<file path="src/hdl/qmi_pkg.sv">
`timescale 1ns / 1ps

package qmi_pkg;

    localparam int DEPTH   = 1024;
    localparam int HALF    = (DEPTH + 1) / 2;
    localparam int PTR_W   = (HALF > 1) ? $clog2(HALF) : 1;
    localparam int CNT_W   = $clog2(HALF + 1);
    localparam int TOT_W   = CNT_W + 1;
    localparam int DATA_W  = 32;
    localparam int OCC_W   = 11;
    localparam int ACT_W   = 2;
    localparam int STAT_W  = 2;

    typedef logic [PTR_W-1:0]  ptr_t;
    typedef logic [CNT_W-1:0]  cnt_t;
    typedef logic [TOT_W-1:0]  tot_t;
    typedef logic [DATA_W-1:0] data_t;

    typedef enum logic [ACT_W-1:0] {
        ACT_PUSH   = 2'd0,
        ACT_POP    = 2'd1,
        ACT_INSERT = 2'd2
    } action_t;

    typedef enum logic [STAT_W-1:0] {
        ST_DONE   = 2'd0,
        ST_POPPED = 2'd1,
        ST_EMPTY  = 2'd2,
        ST_FULL   = 2'd3
    } status_t;

    typedef enum logic {
        S_IDLE,
        S_EXEC
    } state_t;

    typedef struct packed {
        logic  we;
        ptr_t  waddr;
        data_t wdata;
        logic  re;
        ptr_t  raddr;
    } ram_req_t;

    typedef struct packed {
        status_t          status;
        data_t            popped_value;
        logic [OCC_W-1:0] occupancy;
    } result_t;

    function automatic ptr_t ptr_inc(ptr_t p);
        ptr_t r;
        if (p == ptr_t'(HALF - 1))
            r = '0;
        else
            r = p + ptr_t'(1);
        return r;
    endfunction

    function automatic ptr_t ptr_dec(ptr_t p);
        ptr_t r;
        if (p == '0)
            r = ptr_t'(HALF - 1);
        else
            r = p - ptr_t'(1);
        return r;
    endfunction

endpackage

</file>
<file path="src/hdl/qmi_ctrl.sv">
`timescale 1ns / 1ps

module qmi_ctrl
    import qmi_pkg::*;
(
    input  logic     clk,
    input  logic     rst_n,
    input  logic     accept,
    input  action_t  action,
    input  data_t    item_value,
    output logic     idle,
    output ram_req_t front_req,
    output ram_req_t back_req,
    input  data_t    front_rdata,
    input  data_t    back_rdata,
    output logic     res_valid,
    output result_t  res
);

    state_t  state_reg, state_next;
    action_t act_reg, act_next;
    data_t   val_reg, val_next;
    ptr_t    frp_reg, frp_next;
    ptr_t    fwp_reg, fwp_next;
    ptr_t    brp_reg, brp_next;
    ptr_t    bwp_reg, bwp_next;
    cnt_t    fc_reg, fc_next;
    cnt_t    bc_reg, bc_next;

    tot_t total;
    assign total = tot_t'(fc_reg) + tot_t'(bc_reg);

    always_ff @(posedge clk or negedge rst_n)
    begin
        if (!rst_n)
        begin
            state_reg <= S_IDLE;
            frp_reg   <= '0;
            fwp_reg   <= '0;
            brp_reg   <= '0;
            bwp_reg   <= '0;
            fc_reg    <= '0;
            bc_reg    <= '0;
        end
        else
        begin
            state_reg <= state_next;
            frp_reg   <= frp_next;
            fwp_reg   <= fwp_next;
            brp_reg   <= brp_next;
            bwp_reg   <= bwp_next;
            fc_reg    <= fc_next;
            bc_reg    <= bc_next;
        end
    end

    always_ff @(posedge clk)
    begin
        act_reg <= act_next;
        val_reg <= val_next;
    end

    always_comb
    begin
        logic  move;
        data_t mv;
        tot_t  want;
        tot_t  tot_after;

        move       = 1'b0;
        mv         = back_rdata;
        want       = '0;
        tot_after  = '0;
        state_next = state_reg;
        act_next   = act_reg;
        val_next   = val_reg;
        frp_next   = frp_reg;
        fwp_next   = fwp_reg;
        brp_next   = brp_reg;
        bwp_next   = bwp_reg;
        fc_next    = fc_reg;
        bc_next    = bc_reg;
        idle       = 1'b0;
        res_valid  = 1'b0;
        res        = '{status: ST_DONE, popped_value: '0, occupancy: '0};
        front_req  = '{we: 1'b0, waddr: fwp_reg, wdata: val_reg, re: 1'b0, raddr: frp_reg};
        back_req   = '{we: 1'b0, waddr: bwp_reg, wdata: val_reg, re: 1'b0, raddr: brp_reg};

        case (state_reg)
            S_IDLE:
            begin
                idle         = 1'b1;
                front_req.re = accept;
                back_req.re  = accept;
                if (accept)
                begin
                    act_next   = action;
                    val_next   = item_value;
                    state_next = S_EXEC;
                end
            end
            S_EXEC:
            begin
                res_valid  = 1'b1;
                state_next = S_IDLE;
                case (act_reg)
                    ACT_PUSH:
                    begin
                        if (total >= tot_t'(DEPTH))
                            res.status = ST_FULL;
                        else
                        begin
                            back_req.we = 1'b1;
                            bwp_next    = ptr_inc(bwp_reg);
                            want        = (total + tot_t'(2)) >> 1;
                            move        = tot_t'(fc_reg) < want;
                            // back half empty: its head is the value being pushed
                            mv          = (bc_reg == '0) ? val_reg : back_rdata;
                            if (move)
                            begin
                                brp_next = ptr_inc(brp_reg);
                                fc_next  = fc_reg + cnt_t'(1);
                            end
                            else
                                bc_next = bc_reg + cnt_t'(1);
                        end
                    end
                    ACT_POP:
                    begin
                        if (fc_reg == '0)
                            res.status = ST_EMPTY;
                        else
                        begin
                            res.status       = ST_POPPED;
                            res.popped_value = front_rdata;
                            frp_next         = ptr_inc(frp_reg);
                            want             = total >> 1;
                            move = (tot_t'(fc_reg) - tot_t'(1) < want) && (bc_reg != '0);
                            if (move)
                            begin
                                brp_next = ptr_inc(brp_reg);
                                bc_next  = bc_reg - cnt_t'(1);
                            end
                            else
                                fc_next = fc_reg - cnt_t'(1);
                        end
                    end
                    ACT_INSERT:
                    begin
                        if (total >= tot_t'(DEPTH))
                            res.status = ST_FULL;
                        else if (!total[0])
                        begin
                            front_req.we = 1'b1;
                            fwp_next     = ptr_inc(fwp_reg);
                            fc_next      = fc_reg + cnt_t'(1);
                        end
                        else
                        begin
                            back_req.we    = 1'b1;
                            back_req.waddr = ptr_dec(brp_reg);
                            brp_next       = ptr_dec(brp_reg);
                            bc_next        = bc_reg + cnt_t'(1);
                        end
                    end
                    default:
                    begin
                    end
                endcase
                if (move)
                begin
                    front_req.we    = 1'b1;
                    front_req.wdata = mv;
                    fwp_next        = ptr_inc(fwp_reg);
                end
                tot_after     = tot_t'(fc_next) + tot_t'(bc_next);
                res.occupancy = OCC_W'(tot_after);
            end
            default:
            begin
                state_next = S_IDLE;
            end
        endcase
    end

`ifndef SYNTH
    a_balanced: assert property (@(posedge clk) disable iff (!rst_n)
        tot_t'(fc_reg) == ((total + tot_t'(1)) >> 1))
        else $error("half queues out of balance");

    a_bounded: assert property (@(posedge clk) disable iff (!rst_n)
        total <= tot_t'(DEPTH))
        else $error("occupancy above depth");

    a_exec_after_accept: assert property (@(posedge clk) disable iff (!rst_n)
        accept && idle |=> state_reg == S_EXEC)
        else $error("accepted transaction not executed");

    a_one_result: assert property (@(posedge clk) disable iff (!rst_n)
        state_reg == S_EXEC |=> state_reg == S_IDLE && !res_valid)
        else $error("result not single");
`endif

endmodule

</file>
<file path="config.mk">
export PLATFORM = sky130hd
export DESIGN_NAME = qmi_ctrl
export DESIGN_NICKNAME = d
export VERILOG_FILES = /design/src/hdl/qmi_pkg.sv /design/src/hdl/qmi_ctrl.sv
export SDC_FILE = /design/constraint.sdc
export NUM_CORES = 1
export LEC_CHECK = 0
export ABC_AREA = 1
export BUFFER_PORTS_ARGS = -buffer_cell sky130_fd_sc_hd__buf_2
export CAP_MARGIN = 25
export CORE_MARGIN = 1.5
export CORE_UTILIZATION = 28
export DETAILED_ROUTE_END_ITERATION = 12
export SYNTH_ARGS = -nofsm -noshare
export SYNTH_HDL_FRONTEND = slang
export SYNTH_SLANG_ARGS = --single-unit
</file>
<file path="constraint.sdc">
create_clock -name clk -period 14.9 [get_ports clk]
set_input_delay 0 -clock clk [delete_from_list [all_inputs] [get_ports clk]]
set_output_delay 0 -clock clk [all_outputs]
set_load 0.01 [all_outputs]
</file>
# Yosys cells after proc, flatten, opt, wreduce, memory -nomap -nowiden
# Cells that the tools add are included.
# classes
add_sub_neg,13
order_cmp,3
n_eq_ne,14
n_mux,63
bitwise_logic,3
n_reduce_logical,14
# op_table
operator,n
32-bit 2-to-1 mux,7
10-bit 2-to-1 mux,17
9-bit 2-to-1 mux,16
10-bit one-hot mux with 3 select lines,2
45-bit 2-to-1 mux,1
9-bit by 1-bit adder with 9-bit output (second input constant),4
9-bit == test (second input constant),4
9-bit one-hot mux with 3 select lines,1
10-bit by 10-bit adder with 11-bit output,2
10-bit by 1-bit adder with 10-bit output (second input constant),2
10-bit logical NOT,2
10-bit by 1-bit subtractor with 10-bit output (second input constant),2
1-bit 2-to-1 mux,13
2-bit != test (second input constant),6
11-bit by 2-bit adder with 11-bit output (second input constant),1
11-bit greater-or-equal comparator (second input constant),1
11-bit by 10-bit < comparator with 1-bit output,1
10-bit by 1-bit subtractor with 11-bit output (second input constant),1
10-bit < comparator,1
10-bit nonzero test,1
9-bit logical NOT,1
9-bit by 1-bit subtractor with 9-bit output (second input constant),1
8-bit AND reduction,1
1-bit one-hot mux with 2 select lines,3
other kinds (14),19
# totals
ff_bits,91
in_bits,101
output_inout_bits,151
word_cells,119

# Logic depth before layout (Yosys ltp)
# Gate-level depths: netlist of the first run.
# depth
ltp_word,9
depth_mapped,39
mapped_depth_nobuf,39

# Worst setup path before layout of the first run
# No wires, ideal clock.
# synth_path
path_kind,flip-flop to output port
from,register fc_reg[1]
to,output res[9] (netlist name)
arrival_ns,5.441
required_ns,14.900
path_slack_ns,9.459
stages_incl_launch_ff,39
path_buffers,0
cell_sequence,dfrtp_1 -> ha_1 -> a21o_1 -> a21oi_1 -> o21ai_0 -> a21boi_0 -> inv_1 -> a21oi_1 -> o21bai_1 -> xor2_1 -> nand3b_1 -> xor2_1 -> ha_1 -> nand2_1 -> nor2_1 -> nand3_1 -> nand3_1 -> nor2_2 -> (+3 left out) -> o21a_1 -> inv_1 -> nor2_1 -> inv_1 -> ha_1 -> a21oi_1 -> nor2_1 -> nor2_1 -> nor2_1 -> o21ai_0 -> nand2_1 -> nand2_1 -> nand2_1 -> a21oi_1 -> nor2_1 -> o21ai_0 -> nand2_1 -> a21oi_1
# synth_rtl
item,line_no,text
"start, declared",qmi_ctrl.sv:27,"cnt_t fc_reg, fc_next;"
"start signal, assigned",qmi_ctrl.sv:52,fc_reg <= fc_next;
"end, declared",qmi_ctrl.sv:17,output result_t res

==> results of run 1 <==
-- timing repair --
| action | CTS | global route |
|---|---|---|
| endpoints found under the setup margin | 0 | 0 |
| hold endpoints to repair | 91 | 0 |
| hold buffers | 35 | 0 |
-- power by group through the flow --
| stage | registers (mW) | logic (mW) | clock network, mW |
|---|---|---|---|
| after floorplan | 0.382 | 0.963 | 0 |
| after global routing | 0.423 | 1.48 | 0.267 |
| after detailed placement | 0.415 | 1.28 | 0 |
| after global placement | 0.414 | 1.27 | 0 |
| final | 0.413 | 1.31 | 0.252 |
| after CTS | 0.411 | 1.30 | 0.259 |
-- layer usage --
metal	global-route usage, %	up-vias	wire length [um]
met1	22.0	3829	11000
met2	32.8	332	13300
met4	8.31	0	1060
met5	0	-	0
li1	-	3992	-
met3	2.64	69	1430
-- worst max-delay path: cells and delay by family (launching register included) --
kind / cells / cell delay [ns]
AO/OA/AOI/OAI: 14 / 2.51
XOR/XNOR: 2 / 0.41
adder cells (fa/ha/maj): 3 / 0.99
buffers and inverters: 5 / 0.50
flip-flops: 1 / 0.50
AND/OR/NAND/NOR: 15 / 1.71
-- path summary, 6_finish.rpt --
kind,slack [ns],cells after the start,endpoint,startpoint
min in group asynchronous,0.34,3,bwp_reg[5]$_DFFE_PN0P_,rst_n
setup / recovery,7.94,39,res[9],fc_reg[2]$_DFFE_PN0P_
hold reg to reg,0.52,2,frp_reg[8]$_DFFE_PN0P_,frp_reg[8]$_DFFE_PN0P_
hold / removal,0.09,3,val_reg[28]$_DFFE_PP_,accept
setup reg to reg,10.04,22,fwp_reg[6]$_DFFE_PN0P_,fc_reg[2]$_DFFE_PN0P_
max in group asynchronous,13.98,3,state_reg$_DFF_PN0_,rst_n
-- area by class of cell --
type / count / area (um^2) / share of cell area (%)
flip-flops and latches: 91 / 2450 / 24.4
repair buffers: 292 / 1700 / 16.9
clock buffers: 9 / 225 / 2.25
well taps: 341 / 427 / 4.26
clock inverters: 7 / 93.8 / 0.937
multi-input cells: 740 / 4430 / 44.3
diodes: 2 / 5.00 / 0.0500
inverters: 179 / 687 / 6.86
-- cells in the final DEF (no fill, tap or decap), drive strengths merged, types with 6 or more instances in the layout --
cell,instances
buf,257
nand3,48
dlygate4sd3,35
nand4,11
nor2,123
clkinv,7
dfrtp,57
o21ai,84
nor3,35
ha,52
o22ai,7
xor2,24
clkbuf,9
edfxtp,34
inv,177
o221ai,7
xnor2,10
nand2,184
mux2,32
nor4,8
o211ai,6
a21oi,61
-- kinds of logic (layout without fill, tap and decap cells) --
family / after synthesis / after routing / synth area share, %
mux: 32 / 32 / 4.66
flops: 91 / 91 / 31.7
xor+xnor: 34 / 34 / 3.85
buf+inv: 207 / 487 / 11.1
fa+ha+maj: 54 / 54 / 8.93
other cells: 0 / 2 / 0
compound gates: 199 / 199 / 15.2
simple gates: 421 / 421 / 24.6
-- metrics by stage --
step / worst slack, ns / power, mW
6_report: 7.94 / 1.98
2_1_floorplan: 9.46 / 1.34
5_1_grt: 7.10 / 2.17
3_3_place_gp: 8.59 / 1.69
4_1_cts: 7.99 / 1.97
3_5_place_dp: 8.41 / 1.70
==> impl_results.md, run 1 <==
- Die Area: 0.0286 mm^2
- Final Max Tran Viols: 0
- Total CTS buffers: 9
- Initial antenna violation count: 2
- Worst Path Class, Setup: reg2out
- Power Density: 198 mW/mm^2
- Share of layout cells above drive strength 1: 25.6%
- Vias: between 8000 and 9000
- Leak: 5.10 nW
- FF+latch count, synth: 91
- Share of the synthesized area in the top cell type: 18.5%
- # rows: 60
- Top cell type by total area after synthesis: dfrtp_1
- Hold slack: between 0.08 and 0.09 ns
- Root Buffer: clkbuf_16
- Mapped Area: 0.00773 mm^2
- Int Power: approximately 0.93 mW
- Fillcell total: around 2800
- CP peak stage delay: 0.50 ns
- Crit Path Max Fanout: 11
- Hold Crit Class: in2reg
- Fmax achieved: 144 MHz
- Routability congestion estimate: 0.943
- Crit path DAT: ~7 ns
- Gr usage total: a little under a fifth
- Final period utilization: 46.7%
- 1st-iter DRT viols: approximately 540
- Reg clk slew, reported paths: 0.08 ns
- Largest net degree at the start of global routing: between 50 and 60
- Htree depth: 3
- Crit end category: output pin
- Final non-filler cell total: 1661
- Synthesized Nets: 1193
- Main synth FF type: dfrtp_1
- IO Pins: 252
- Routed WL: about 27000 um
- Setup TNS: 0 ns
- RSZ-0062 raised after global routing: no
- Cell area after layout: 0.0100 mm^2
- Crit-path slowest cell: dfrtp_1
- Drt drc: 0
- Slew at the pin closest to its max-slew limit: between 0.8 and 0.9 ns
- Outcome: finished, final reports clean
- Hold Violations, Final: 0
- GR Overflow Total: 0
- Top cell by count, worst path: nor2_1
- Area Growth Syn to Fin: 29.5%
- YS warnings: 0
- CTS max path bufs: 2
- Number of global-route vias before repair: 7858
- Die width: 169 um
- Vias per inst: 4.95
- Fin crit period: roughly 7 ns
- Number of synthesized flops with an enable pin: 34
- Clk_skew: roughly 0.012 ns
- Worst-Skew Late Latency: 0.36 ns
- ANT nets after route: 0
- CTS resizes: 0
- Setup-failing EPs final: 0
- CTS tree: built
- Largest register FFs: 32
- Initial Util: 28.6%
- Fraction of registers with async set/reset: 62.6%
- Global-route wire length before repair: slightly above 40000 um
- Slew Limit Headroom: 44.8%
- Peak supply drop: 0.0740 mV
- Combinational power share: about two thirds
- Sw Ratio: 53.0%
- Synth Area per Inst: 7.45 um^2
- Num Clock Sinks: 91
- Post-Synthesis Cells: about 1000
- Final #Nets: 1468
- Netlist cell types: between 50 and 60
- CP startpoint kind: register
- Core ar.: 0.0270 mm^2
- Die Ht: 169 um
- Count leader, synth: nand2_1
- Placed Cells: around 1600
- MaxCap Viol Count: 0
- Post-CTS Setup Bufs: 0
- Util after Layout: 37.0%
- Dpl hpwl: 20900 um
- Clock network fraction of design power: 12.8%
- WL/cell: 16.2 um
- Most area-consuming cells after synthesis: dfrtp_1 18%, edfxtp_1 13%, nand2_1 8.6%
- I/O Buffers: 251
- Post-synthesis sequential area ratio: 31.7%
- Post-DP Area: between 0.009 and 0.01 mm^2
- Seq pwr share: about a fifth
- Commonest cells in the netlist: 178 x nand2_1, 169 x inv_1, 113 x nor2_1
- Worst endpoint required time: 14.90 ns
- Sw power: 1.05 mW
- Drt first pass iters: 5
Note: power is estimated with default switching activity, not from simulation.
==> inputs of run 2 (changes only) <==
==> constraint.sdc (replaced) <==
create_clock -name clk -period 6.75 [get_ports clk]
set_input_delay 0 -clock clk [delete_from_list [all_inputs] [get_ports clk]]
set_output_delay 0 -clock clk [all_outputs]
set_load 0.01 [all_outputs]
==> impl_results.md, run 2 (synthesis results as in run 1) <==
- Outcome: finished, final reports clean
- Final non-filler cell total: 1668 (+0.42%)
- Reg clk slew, reported paths: 0.08 ns (about the same)
- Reg-to-reg critical path startpoint: fc_reg[1]$_DFFE_PN0P_
- CTS max path bufs: 2 (unchanged)
- Total CTS buffers: 9 (unchanged)
- Peak supply drop: 0.163 mV (+120%)
- GR Overflow Total: 0 (unchanged)
- Global-route wire length before repair: 40800 um (-1.5%)
- Gr usage total: 18.0% (-0.41 points)
- Die Area: 0.0286 mm^2 (unchanged)
- R2R cell count: 26 (+18%)
- Die width: 169 um (unchanged)
- Fin crit period: 6.21 ns
- Share of layout cells above drive strength 1: 27.4% (+1.7 points)
- I/O Buffers: 251 (unchanged)
- Critical Path Stages: 40 (+2.6%)
- RSZ-0062 raised after global routing: no
- Drt drc: 0 (unchanged)
- Worst r2r dst: fwp_reg[7]$_DFFE_PN0P_
- Hold Path Stages: 3 (unchanged)
- Dpl hpwl: 20700 um (-1.1%)
- Crit end category: output pin
- Hold Violations, Final: 0 (unchanged)
- Setup TNS: 0 ns (unchanged)
- Final #Nets: 1476 (+0.54%)
- Buf/Inv on CP: 5 (unchanged)
- Vias: 8317 (+1.2%)
- Clk_skew: 0.00976 ns (-0.00198 ns)
- Final Max Tran Viols: 0 (unchanged)
- Reg2reg setup slack: 2.08 ns (-7.96 ns)
- Crit Path Max Fanout: 7 (-4)
- Crit path DAT: 6.21 ns (-0.75 ns)
- Util after Layout: 37.6% (+0.55 points)
- Htree depth: 3 (unchanged)
- HP Start: accept
- Setup-failing EPs final: 0 (unchanged)
- CP peak stage delay: 0.46 ns (-0.04 ns)
- Die Ht: 169 um (unchanged)
- Initial Util: 28.6% (unchanged)
- Vias per inst: 4.99 (+0.73%)
- MaxCap Viol Count: 0 (unchanged)
- Drt first pass iters: 5 (unchanged)
- Slew at the pin closest to its max-slew limit: 0.828 ns (-0.000372 ns)
- Initial antenna violation count: 1 (-1)
- Power Density: 442 mW/mm^2 (+120%)
- WL/cell: 15.9 um (-1.8%)
- Leak: 5.16 nW (+1.2%)
- Fmax achieved: 161 MHz
- Worst-Skew Late Latency: 0.36 ns (about the same)
- Crit-path slowest cell: dfrtp_2
- Worst path top cell family by delay: compound AO/OA/AOI/OAI gates
- Root Buffer: clkbuf_16
- CTS tree: built
- Number of global-route vias before repair: 7793 (-0.83%)
- Worst endpoint required time: 6.75 ns (-8.15 ns)
- 1st-iter DRT viols: 535 (-1.3%)
- Largest register FFs: 32 (unchanged)
- Placed Cells: 1611 (+0.31%)
- Routability congestion estimate: 0.946 (+0.27%)
- Hold Crit Class: in2reg
- Hold Path End: val_reg[15]$_DFFE_PP_
- Largest net degree at the start of global routing: 58 (unchanged)
- Most common cell after layout, fill and taps aside: buf_2
- Num Clock Sinks: 91 (unchanged)
- # rows: 60 (unchanged)
- Worst Path Class, Setup: reg2out
- Hold slack: 0.0761 ns (-0.0101 ns)
- Area Growth Syn to Fin: 31.5%
- Final period utilization: 92.0%
- Fillcell total: 2801 (-0.95%)
- IO Pins: 252 (unchanged)
- CP startpoint kind: register
- Core ar.: 0.0270 mm^2 (unchanged)
- Routed WL: 26500 um (-1.3%)
- ANT nets after route: 0 (unchanged)
- Slew Limit Headroom: 44.8% (about the same)
- Most frequent cells in the layout: 251 x buf_2, 177 x nand2_1, 168 x inv_1
[run 2: changes by cell type in the layout (fill, tap and decap cells not counted), sizes merged]
cell	delta
buf	+8
diode	-1
[run 2: cell type report]
| class | instances | area, um^2 | area share, % |
|---|---|---|---|
| Clock buffer | 9 | 225 | 2.22 |
| Multi-Input combinational cell | 740 | 4520 | 44.5 |
| Sequential cell | 91 | 2450 | 24.1 |
| Clock inverter | 7 | 93.8 | 0.924 |
| Tap cell | 341 | 427 | 4.20 |
| Timing Repair Buffer | 300 | 1760 | 17.3 |
| Inverter | 179 | 687 | 6.76 |
| Antenna cell | 1 | 2.50 | 0.0246 |
[run 2: worst reg2reg max path, stage by stage, from the launching register on]
cell      delay (ns)
dfrtp_2         0.46
ha_1            0.31
a21o_1          0.17
a21oi_2         0.20
o21ai_1         0.16
a21boi_2        0.20
inv_1           0.06
a21oi_1         0.12
o21bai_1        0.09
xor2_1          0.24
nand3b_1        0.13
xor2_1          0.16
ha_1            0.30
a21oi_1         0.17
o21a_1          0.19
nand3_4         0.14
nor2_2          0.29
a21oi_4         0.06
buf_4           0.17
a21oi_4         0.30
inv_2           0.11
nor3_2          0.18
nand3_1         0.10
clkinv_1        0.08
nand3_1         0.06
nand2_1         0.08
a21oi_2         0.03
[run 2: what timing repair did]
action                                 4_1_cts  5_1_grt
hold buffers                                35        0
pin swaps                                    0        3
endpoints found under the hold margin       91        0
buffers inserted                             0        3
setup endpoints to repair                    1        3
gates resized for setup                      2       22
[run 2: worst max-delay path by stage]
stage / startpoint / end / slack (ns)
2_1_floorplan: fc_reg[1]$_DFFE_PN0P_ / res[9] / 1.31
3_3_place_gp: fc_reg[1]$_DFFE_PN0P_ / res[9] / 0.41
3_5_place_dp: fc_reg[1]$_DFFE_PN0P_ / res[9] / 0.24
4_1_cts: fc_reg[1]$_DFFE_PN0P_ / res[9] / 0.02
5_1_grt: bc_reg[0]$_DFFE_PN0P_ / res[9] / 0.03
6_report: fc_reg[1]$_DFFE_PN0P_ / res[9] / 0.54
[run 2: power by group]
part / internal, mW / total [mW] / leakage, nW / switching [mW]
clock: 0.298 / 0.561 / 0.153 / 0.263
combinational: 1.14 / 3.05 / 3.95 / 1.91
sequential: 0.695 / 0.883 / 1.06 / 0.188
total: 2.14 / 4.50 / 5.16 / 2.36
[run 2: metal layers]
layer  share of wire, %  vias up  global-route usage, %  wire [um]
met5                  0        -                      0          0
met4                2.9        0                   6.85        763
met3                6.1       46                   2.33       1630
met2                 50      366                   32.1      13400
met1                 41     3880                   22.1      10700
li1                   -     4025                      -          -
[run 2: per-stage QoR]
step,total power [mW],setup slack [ns],cell area [um^2]
after detailed placement,3.77,0.242,9340
after CTS,4.37,0.0218,10000
after global placement,3.74,0.411,9310
after floorplan,2.97,1.31,7730
final,4.50,0.542,10200
after global routing,4.91,0.0316,10200
==> inputs of run 3 (changes only) <==
--- a/config.mk
+++ b/config.mk
@@ -6,7 +6,7 @@
 export NUM_CORES = 1
 export LEC_CHECK = 0
 export ABC_AREA = 1
-export BUFFER_PORTS_ARGS = -buffer_cell sky130_fd_sc_hd__buf_2
+export BUFFER_PORTS_ARGS = -buffer_cell sky130_fd_sc_hd__buf_4
 export CAP_MARGIN = 25
 export CORE_MARGIN = 1.5
 export CORE_UTILIZATION = 28
==> impl_results.md, run 3 (synthesis results as in run 1) <==
- Drt first pass iters: 5 (unchanged)
- Top cell by count, worst path: nand2_1
- Int Power: 2.20 mW (+3.0%)
- Share of layout cells above drive strength 1: 27.2% (-0.15 points)
- MaxCap Viol Count: 0 (unchanged)
- Hold Violations, Final: 0 (unchanged)
- Combinational power share: 69.1% (+1.2 points)
- Root Buffer: clkbuf_16
- Seq pwr share: 19.4% (-0.2 points)
- Outcome: finished, final reports clean
- Die width: 169 um (unchanged)
- 1st-iter DRT viols: 482 (-9.9%)
- Die Area: 0.0286 mm^2 (unchanged)
- Fin crit period: 6.16 ns (-0.0492 ns)
- IO Pins: 252 (unchanged)
- Final Max Tran Viols: 0 (unchanged)
- Worst-Skew Late Latency: 0.35 ns (about the same)
- Setup-failing EPs final: 0 (unchanged)
- Clock network fraction of design power: 11.5% (-1.0 points)
- ANT nets after route: 0 (unchanged)
- Vias: 8167 (-1.8%)
- Setup TNS: 0 ns (unchanged)
- Sw Ratio: 51.9% (-0.55 points)
- Routability congestion estimate: 0.940 (-0.63%)
- Final period utilization: 91.2% (-0.73 points)
- Final #Nets: 1476 (unchanged)
- Total CTS buffers: 9 (unchanged)
- Most common cell after layout, fill and taps aside: buf_4
- Largest register FFs: 32 (unchanged)
- Initial Util: 28.6% (unchanged)
- Util after Layout: 39.9% (+2.3 points)
- Post-DP Area: 0.00995 mm^2 (+6.6%)
- I/O Buffers: 251 (unchanged)
- Global-route wire length before repair: 41300 um (+1.2%)
- Worst endpoint required time: 6.75 ns (about the same)
- Num Clock Sinks: 91 (unchanged)
- Cell area after layout: 0.0108 mm^2 (+6.0%)
- CTS tree: built
- Crit-path slowest cell: fa_1
- Most frequent cells in the layout: 262 x buf_4, 177 x nand2_1, 169 x inv_1
- Sw power: 2.38 mW (+0.78%)
- Fillcell total: 2756 (-1.6%)
- # rows: 60 (unchanged)
- Vias per inst: 4.90 (-1.8%)
- Drt drc: 0 (unchanged)
- Gr usage total: 18.4% (+0.36 points)
- Number of global-route vias before repair: 7842 (+0.63%)
- Die Ht: 169 um (unchanged)
- Routed WL: 26900 um (+1.8%)
- Initial antenna violation count: 1 (unchanged)
- Dpl hpwl: 21400 um (+3.3%)
- Slew Limit Headroom: 45.8% (+0.98 points)
- CP peak stage delay: 0.43 ns (-0.03 ns)
- Peak supply drop: 0.169 mV (+3.5%)
- Fmax achieved: 162 MHz (+0.80%)
- Power Density: 425 mW/mm^2 (-3.9%)
- Crit path DAT: 6.16 ns (-0.05 ns)
- CP startpoint kind: register
- Reg clk slew, reported paths: 0.08 ns (about the same)
- Largest net degree at the start of global routing: 58 (unchanged)
- Overall power: 4.58 mW (+1.8%)
- Crit end category: output pin
- CTS max path bufs: 2 (unchanged)
- Worst Path Class, Setup: reg2out
- Clk_skew: 0.00935 ns (-0.000409 ns)
- Hold Crit Class: in2reg
- WL/cell: 16.1 um (+1.8%)
- GR Overflow Total: 0 (unchanged)
- Core ar.: 0.0270 mm^2 (unchanged)
- Area Growth Syn to Fin: 39.3%
- Crit Path Max Fanout: 8 (+1)
- Htree depth: 3 (unchanged)
- Slew at the pin closest to its max-slew limit: 0.814 ns (-0.0147 ns)
- Hold slack: 0.0500 ns (-0.0261 ns)
- Leak: 5.31 nW (+2.9%)
==> run 3: cell count changes in the layout (fill, tap and decap cells not counted), sizes merged <==
cell    previous run  this run
bufinv             1         0
clkinv             7         8
==> run 3: per-stage QoR <==
stage / instances / worst slack (ns)
5_1_grt: 1668 / -0.0153
2_1_floorplan: 1038 / 1.31
4_1_cts: 1660 / 0.104
3_5_place_dp: 1609 / 0.321
6_report: 1668 / 0.592
3_3_place_gp: 1608 / 0.413
==> run 3: per-layer routing <==
| layer | global-route usage [%] | up-vias | routed length (um) |
|---|---|---|---|
| met5 | 0 | - | 0 |
| met4 | 5.69 | 0 | 615 |
| met3 | 2.75 | 39 | 1530 |
| met2 | 33.4 | 319 | 13700 |
| met1 | 22.2 | 3792 | 11100 |
| li1 | - | 4017 | - |
==> run 3: path summary, 6_finish.rpt <==
check	cells past startpoint	slack (ns)	end	from
setup / recovery	37	0.59	res[9]	bc_reg[0]$_DFFE_PN0P_
setup reg to reg	25	2.14	fwp_reg[7]$_DFFE_PN0P_	fc_reg[1]$_DFFE_PN0P_
min in group asynchronous	2	0.27	bwp_reg[5]$_DFFE_PN0P_	rst_n
hold reg to reg	2	0.53	frp_reg[8]$_DFFE_PN0P_	frp_reg[8]$_DFFE_PN0P_
max in group asynchronous	2	5.89	bc_reg[2]$_DFFE_PN0P_	rst_n
hold / removal	3	0.05	val_reg[17]$_DFFE_PP_	accept
==> run 3: power by group through the flow <==
stage | clock network [mW] | logic (mW) | registers, mW
6_report | 0.527 | 3.16 | 0.887
5_1_grt | 0.561 | 3.55 | 0.908
4_1_cts | 0.537 | 3.03 | 0.883
3_5_place_dp | 0 | 2.99 | 0.892
3_3_place_gp | 0 | 2.98 | 0.890
2_1_floorplan | 0 | 2.12 | 0.844
==> run 3: cell type report <==
| class | count | area (um^2) | area share [%] |
|---|---|---|---|
| Clock inverter | 7 | 80.1 | 0.743 |
| Inverter | 179 | 687 | 6.38 |
| Tap cell | 341 | 427 | 3.96 |
| Antenna cell | 1 | 2.50 | 0.0232 |
| Timing Repair Buffer | 300 | 2380 | 22.1 |
| Clock buffer | 9 | 225 | 2.09 |
| Multi-Input combinational cell | 740 | 4510 | 41.9 |
| Sequential cell | 91 | 2450 | 22.8 |
==> run 3: what timing repair did <==
| item | CTS | global route |
|---|---|---|
| setup endpoints to repair | 1 | 3 |
| resized for setup | 3 | 20 |
| endpoints found under the hold margin | 91 | 0 |
| pin swaps | 0 | 4 |
| setup buffers | 0 | 5 |
| hold buffers | 35 | 0 |
==> run 3: worst max-delay path, delay by kind of cell (launching register included) <==
| family | cells | cell delay (ns) |
|---|---|---|
| buffers and inverters | 4 | 0.43 |
| DFF | 1 | 0.42 |
| and+or+nand+nor | 18 | 1.89 |
| xor gates and xnor gates | 2 | 0.42 |
| AOI/OAI and AO/OA | 9 | 1.38 |
| adders and majority gates | 4 | 1.25 |
